`src/rtl/tga_rle_pkg.sv`:
```
// ----------------------------------------------------------------------------
// TGA RLE decoder package
// Field widths, header bit masks and configuration register indexes.
// ----------------------------------------------------------------------------
`default_nettype none

package tga_rle_pkg;

  localparam int unsigned CFG_INDEX_W = 2;
  localparam int unsigned CFG_DATA_W  = 16;

  typedef enum logic [CFG_INDEX_W-1:0] {
    REG_LINE_LENGTH  = 2'd0,
    REG_PIXEL_SIZE   = 2'd1,
    REG_IMAGE_HEIGHT = 2'd2
  } cfg_reg_t;

  localparam logic [7:0] COUNT_MASK = 8'h7f;
  localparam logic [7:0] REPEAT_BIT = 8'h80;

  localparam logic [15:0] LINE_LENGTH_RST  = 16'd256;
  localparam logic [2:0]  PIXEL_SIZE_RST   = 3'd4;
  localparam logic [15:0] IMAGE_HEIGHT_RST = 16'd256;

  localparam int unsigned OUT_DATA_W = 40;
  localparam int unsigned OUT_USER_W = 2;

endpackage

`default_nettype wire

```
`src/rtl/tga_rle_scanline_decoder_unit.sv`:
```
// ----------------------------------------------------------------------------
// TGA RLE scanline decoder
// Decodes a Targa run-length pixel stream, one encoded byte per beat.
// ----------------------------------------------------------------------------
// Usage:
//   The s_ channel takes one byte of the encoded stream per beat. The m_
//   channel delivers one run per beat: pixel and run length in m_tdata,
//   line end on m_tlast, image end and decode error in m_tuser. A header
//   byte that fits the line and the leading bytes of a pixel produce no output beat.
//   The configuration channel writes line length, pixel size and image
//   height; it is always ready and should only be written while idle.
//   The beat that completes a pixel (or an error) appears on the m_
//   channel in the next cycle. Throughput is one input byte per cycle
//   while the receiver keeps up, set by the single result register.
//   While the receiver stalls, the result register holds, and a new byte is
//   taken only in a cycle in which that register is empty or being emptied.
//   Reset clears all decoder state, loads the register defaults (256 pixels
//   per line, 4 bytes per pixel, 256 lines) and empties the result register.
//   After a line overrun every byte yields an error beat until reset.
// ----------------------------------------------------------------------------
`default_nettype none

module tga_rle_scanline_decoder_unit
  import tga_rle_pkg::*;
(
  input  wire logic                   clk,
  input  wire logic                   rst,
  input  wire logic                   s_tvalid,
  output logic                        s_tready,
  input  wire logic [7:0]             s_tdata,    // data_byte[7:0]
  output logic                        m_tvalid,
  input  wire logic                   m_tready,
  output logic [OUT_DATA_W-1:0]       m_tdata,    // pixel[31:0], run_length[39:32]
  output logic                        m_tlast,    // line_end
  output logic [OUT_USER_W-1:0]       m_tuser,    // image_end[0], decode_error[1]
  input  wire logic                   cfg_valid,
  output logic                        cfg_ready,
  input  wire logic [CFG_INDEX_W-1:0] cfg_index,
  input  wire logic [CFG_DATA_W-1:0]  cfg_data
);

  typedef enum logic [1:0] {
    PH_HEADER = 2'd0,
    PH_PIXEL  = 2'd1
  } phase_t;

  logic [15:0] line_length;
  logic [2:0]  pixel_size;
  logic [15:0] image_height;

  phase_t      phase, phase_next;
  logic        packet_is_repeat, packet_is_repeat_next;
  logic [7:0]  pixels_left, pixels_left_next;
  logic [1:0]  byte_in_pixel, byte_in_pixel_next;
  logic [31:0] pixel_acc, pixel_acc_next;
  logic [15:0] pixels_done, pixels_done_next;
  logic [15:0] lines_done, lines_done_next;
  logic        error_latched, error_latched_next;

  logic        res_valid;
  logic [31:0] res_pixel;
  logic [7:0]  res_run;
  logic        res_line_end;
  logic        res_image_end;
  logic        res_error;

  logic        in_accept;
  logic [7:0]  hdr_count;
  logic [16:0] hdr_span;
  logic [31:0] acc_merged;
  logic [2:0]  pix_bytes;
  logic [15:0] done_sum;
  logic [15:0] lines_inc;

  assign s_tready  = !m_tvalid || m_tready;
  assign in_accept = s_tvalid && s_tready;
  assign cfg_ready = 1'b1;

  always_comb begin
    if (pixel_size < 3'd2) begin
      pix_bytes = 3'd2;
    end else if (pixel_size > 3'd4) begin
      pix_bytes = 3'd4;
    end else begin
      pix_bytes = pixel_size;
    end
  end

  assign hdr_count  = (s_tdata & COUNT_MASK) + 8'd1;
  assign hdr_span   = {1'b0, pixels_done} + {9'd0, hdr_count};
  assign acc_merged = pixel_acc | ({24'd0, s_tdata} << {byte_in_pixel, 3'b000});
  assign lines_inc  = lines_done + 16'd1;

  always_comb begin
    phase_next            = phase;
    packet_is_repeat_next = packet_is_repeat;
    pixels_left_next      = pixels_left;
    byte_in_pixel_next    = byte_in_pixel;
    pixel_acc_next        = pixel_acc;
    pixels_done_next      = pixels_done;
    lines_done_next       = lines_done;
    error_latched_next    = error_latched;
    res_valid             = 1'b0;
    res_pixel             = 32'd0;
    res_run               = 8'd0;
    res_line_end          = 1'b0;
    res_image_end         = 1'b0;
    res_error             = 1'b0;
    done_sum              = 16'd0;

    if (error_latched) begin
      res_valid = 1'b1;
      res_error = 1'b1;
    end else if (phase == PH_HEADER) begin
      if (hdr_span > {1'b0, line_length}) begin
        error_latched_next = 1'b1;
        res_valid          = 1'b1;
        res_error          = 1'b1;
      end else begin
        packet_is_repeat_next = (s_tdata & REPEAT_BIT) != 8'd0;
        pixels_left_next      = hdr_count;
        byte_in_pixel_next    = 2'd0;
        pixel_acc_next        = 32'd0;
        phase_next            = PH_PIXEL;
      end
    end else if (({1'b0, byte_in_pixel} + 3'd1) < pix_bytes) begin
      byte_in_pixel_next = byte_in_pixel + 2'd1;
      pixel_acc_next     = acc_merged;
    end else begin
      res_valid          = 1'b1;
      res_pixel          = acc_merged;
      byte_in_pixel_next = 2'd0;
      pixel_acc_next     = 32'd0;
      if (packet_is_repeat) begin
        res_run          = pixels_left;
        pixels_left_next = 8'd0;
      end else begin
        res_run          = 8'd1;
        pixels_left_next = pixels_left - 8'd1;
      end
      if (pixels_left_next == 8'd0) begin
        phase_next = PH_HEADER;
      end
      done_sum         = pixels_done + {8'd0, res_run};
      pixels_done_next = done_sum;
      if (done_sum == line_length) begin
        res_line_end     = 1'b1;
        pixels_done_next = 16'd0;
        lines_done_next  = lines_inc;
        if (lines_inc == image_height) begin
          res_image_end   = 1'b1;
          lines_done_next = 16'd0;
        end
      end
    end
  end

  always_ff @(posedge clk) begin
    if (rst) begin
      line_length      <= LINE_LENGTH_RST;
      pixel_size       <= PIXEL_SIZE_RST;
      image_height     <= IMAGE_HEIGHT_RST;
      phase            <= PH_HEADER;
      packet_is_repeat <= 1'b0;
      pixels_left      <= 8'd0;
      byte_in_pixel    <= 2'd0;
      pixel_acc        <= 32'd0;
      pixels_done      <= 16'd0;
      lines_done       <= 16'd0;
      error_latched    <= 1'b0;
      m_tvalid         <= 1'b0;
    end else begin
      if (cfg_valid && cfg_ready) begin
        case (cfg_index)
          REG_LINE_LENGTH:  line_length  <= cfg_data;
          REG_PIXEL_SIZE:   pixel_size   <= cfg_data[2:0];
          REG_IMAGE_HEIGHT: image_height <= cfg_data;
          default: ;
        endcase
      end
      if (in_accept) begin
        phase            <= phase_next;
        packet_is_repeat <= packet_is_repeat_next;
        pixels_left      <= pixels_left_next;
        byte_in_pixel    <= byte_in_pixel_next;
        pixel_acc        <= pixel_acc_next;
        pixels_done      <= pixels_done_next;
        lines_done       <= lines_done_next;
        error_latched    <= error_latched_next;
        m_tvalid         <= res_valid;
      end else if (m_tready) begin
        m_tvalid <= 1'b0;
      end
    end
  end

  // The result payload only loads alongside a new input byte.
  always_ff @(posedge clk) begin
    if (in_accept && res_valid) begin
      m_tdata <= {res_run, res_pixel};
      m_tlast <= res_line_end;
      m_tuser <= {res_error, res_image_end};
    end
  end

endmodule

`default_nettype wire

```
`config.mk`:
```
export PLATFORM = sky130hd
export DESIGN_NAME = tga_rle_scanline_decoder_unit
export DESIGN_NICKNAME = d
export VERILOG_FILES = /design/src/rtl/tga_rle_pkg.sv /design/src/rtl/tga_rle_scanline_decoder_unit.sv
export SDC_FILE = /design/constraint.sdc
export NUM_CORES = 1
export LEC_CHECK = 0
export BUFFER_PORTS_ARGS = -buffer_cell sky130_fd_sc_hd__clkbuf_2
export CORE_UTILIZATION = 50
export CTS_CLUSTER_DIAMETER = 100
export DETAILED_ROUTE_END_ITERATION = 16
export PLACE_DENSITY = 0.73
export SLEW_MARGIN = 20
export SYNTH_ARGS = -nofsm -noshare
export SYNTH_HDL_FRONTEND = slang
export SYNTH_SLANG_ARGS = --single-unit
```
`constraint.sdc`:
```
create_clock -name clk -period 19.8 [get_ports clk]
set_input_delay 3.96 -clock clk [delete_from_list [all_inputs] [get_ports clk]]
set_output_delay 3.96 -clock clk [all_outputs]
set_load 0.02 [all_outputs]
```
==> results_dict.tcl <==
set metrics [dict create \
    status "complete, no violations" \
    clkTransAtPathRegs_ps 70 \
    rsz0062_at_grt "no" \
    drive_gt1_frac 0.125 \
    yosysMostFrequentCell "nand2_1" \
    die_w_um 136 \
    ant_nets 0 \
    cts_buffer_depth 2 \
    synth-seq-cells 156 \
    total_power_uw 748 \
    viasPerCell 6.06 \
    routedWlPerCell_um 17.9 \
    htree_levels 4 \
    crit_path_start_kind "input port" \
    cts_root_buf "clkbuf_16" \
    dieArea_mm2 0.0186 \
    path_max_fanout 23 \
    initialDrtViolationCount 806 \
    worstPathRequired_ps 19940 \
    post-route-period-util 0.437 \
    postCtsHoldBufs 0 \
    netlist_top_cells_area "dfxtp_1 (25%), edfxtp_1 (14%), a21oi_1 (6.2%)" \
    critical_path_buf_inv_count 2 \
    dpl_cell_area_mm2 0.00940 \
    via_count 8049 \
    p_per_area_mw_per_mm2 74.6 \
    period_needed_ps 8650 \
    wl_um 23800 \
    hpwl_um 16500 \
    ioPinCount 77 \
    ys.flop_type "dfxtp_1" \
    setup_violations 0 \
    p_leak_uw 0.00393 \
    hold_class "reg -> reg" \
    pre_cts_ws_ps 10740 \
    cp.arrival_ps 8790 \
    syn2layout_area_growth_pct 11.3 \
    final.setup_skew_ps 13.2 \
    start_util 0.516 \
    fillerInstances 1569 \
    avgSynthCellArea_um2 8.40 \
    critical_path_class "in -> reg" \
    synth_warnings 0 \
    yosys.cell_types.count 75 \
    maxSlewHeadroom 0.268 \
    grt_pass1_wl_um 38700 \
    drc 0 \
    syn_nets 1145 \
    async_flop_share 0 \
    clkLatencyLatePin_ps 440 \
    grt_pass1_vias 7512 \
    grt_start_max_net_pins 76 \
    finalMaxSlewViolations 0 \
    netlist_area_mm2 0.00901 \
    fp.dieH_um 136 \
    num_rows 48 \
    crit_chain "clkbuf_2 -> ha_1 -> xor2_1 -> ha_1 -> a21oi_1 -> o21bai_1 -> a21o_1 -> a21o_1 -> a41o_1 -> nand3_1 -> xnor2_1 -> ha_1 -> nand4_1 -> o311ai_0 -> nor4_1 -> nor3_1 -> nor3_1 -> nor2_4 -> buf_16" \
    peakVddDrop_uv 59.3 \
    synth_common_cells "nand2_1 (117), dfxtp_1 (113), a21oi_1 (112)" \
    coreArea_mm2 0.0175 \
    tns_ps 0 \
    worst_pin_slew_ps 1090 \
    cpLargestDelayFamily "simple AND/OR/NAND/NOR gates" \
    firstDrtPassIters 8 \
    synth.top_cell.area_share 0.251 \
    antenna_found_initial 0 \
    maxCapViolCount 0 \
    cts_made_buffers 17 \
    layout_setup_ws_ps 11150 \
    cts_resized 0 \
    synth_edf_count 43 \
    postCtsSetupBuffers 0 \
    max_freq_mhz 116 \
    postSynthCellCount 1073 \
    cpPeakStageDelay_ps 640 \
    crit_path_top_delay_cell "nor3_1" \
    overflow 0 \
    fin_area_mm2 0.0100 \
    cts.sink_count 156 \
    yosysTopAreaCell "dfxtp_1" \
    hold_violations 0 \
    end_kind "register" \
    grtUsageTotal 0.266 \
    diodes 0 \
    place_congestion 0.950 \
    synth.yosys.seq_area_share 0.394 \
    io_buffers 75 \
    cts_tree "yes" \
    critPathMostFrequentCell "ha_1" \
    fin_nets 1163 \
]
==> state kept, by name (all words and copies together), names as in the netlist <==
| name | count |
|---|---|
| byte_in_pixel | 2 |
| error_latched | 1 |
| image_height | 16 |
| line_length | 16 |
| lines_done | 16 |
| m_tdata | 40 |
| m_tlast | 1 |
| m_tuser | 2 |
| m_tvalid | 1 |
| packet_is_repeat | 1 |
| phase | 1 |
| pixel_acc | 32 |
| pixel_size | 3 |
| pixels_done | 16 |
| pixels_left | 8 |
==> worst register-to-register path, cell delays in order (launching register included) <==
cell	delay, ps
dfxtp_1	340
ha_1	210
fa_1	400
a21o_1	190
a21oi_1	260
o211ai_1	160
and2_1	200
xor2_1	160
ha_1	330
nand4_1	120
nor3_1	180
a211oi_1	70
o311ai_0	290
nor4_1	150
nor3_1	640
nor3_1	180
nor2_4	620
buf_16	260
==> per-stage QoR <==
stage | util | cells | hold WS, ps
floorplan | - | 1073 | 436
finish | 0.574 | 1329 | 468
detailed placement | 0.538 | 1297 | 457
global placement | 0.536 | 1296 | 447
CTS | 0.573 | 1329 | 471
global route | 0.574 | 1329 | 485
==> report_power, final <==
| group | switching [uW] | total (uW) | internal (uW) |
|---|---|---|---|
| logic | 48.0 | 75.3 | 27.3 |
| registers | 8.35 | 342 | 333 |
| clock network | 159 | 331 | 172 |
==> cell usage in the layout (no fill, tap or decap), drive strengths merged, types with 7 or more instances in the layout <==
cell type / count
xor2: 20
o21a: 7
nand2b: 7
nor2b: 14
clkbuf: 92
inv: 35
a31oi: 35
a21oi: 112
nand4: 17
nor4: 14
o22ai: 9
o21ai: 34
dfxtp: 113
nor2: 111
nor3b: 9
ha: 39
a32o: 14
nand3: 30
and3: 19
or2: 8
edfxtp: 43
xnor2: 44
a21o: 10
and2: 19
o211ai: 22
nand2: 117
nor3: 25
clkinv: 8
==> cell families (layout without fill, tap and decap cells) <==
logic type / Yosys count / count (layout) / synth area share
XOR/XNOR: 67 / 67 / 0.0697
multiplexers: 4 / 4 / 0.00444
buffers and inverters: 110 / 141 / 0.0508
adder cells (fa/ha/maj): 41 / 41 / 0.0586
AND/OR/NAND/NOR: 413 / 413 / 0.225
AO/OA/AOI/OAI: 281 / 281 / 0.197
other: 1 / 1 / 0.000416
flip-flops: 156 / 156 / 0.394
==> final timing paths <==
kind                                start                           end  slack [ps]  cells after the start
max                            s_tdata[1]     m_tdata[21]$_SDFFCE_PP0P_       11150                     19
min          image_height[3]$_SDFFE_PP0P_  image_height[3]$_SDFFE_PP0P_         470                      2
max reg2reg   pixels_done[0]$_SDFFE_PP0P_     m_tdata[21]$_SDFFCE_PP0P_       14740                     17
min reg2reg  image_height[3]$_SDFFE_PP0P_  image_height[3]$_SDFFE_PP0P_         470                      2
==> layout make-up <==
cell class / count / area, um2 / area share
well taps: 225 / 282 / 0.0281
inverters: 29 / 109 / 0.0108
clock inverters: 15 / 193 / 0.0192
repair buffers: 80 / 433 / 0.0431
multi-input cells: 807 / 5040 / 0.502
clock buffers: 17 / 425 / 0.0424
flip-flops and latches: 156 / 3550 / 0.354
==> layer usage <==
layer	vias up	global-route usage	routed length [um]
met1	3791	0.379	11100
met4	0	0.105	637
li1	3898	-	-
met2	314	0.395	10400
met5	-	0	0
met3	46	0.0507	1680
No activity file was read; power rests on OpenSTA's default activity.
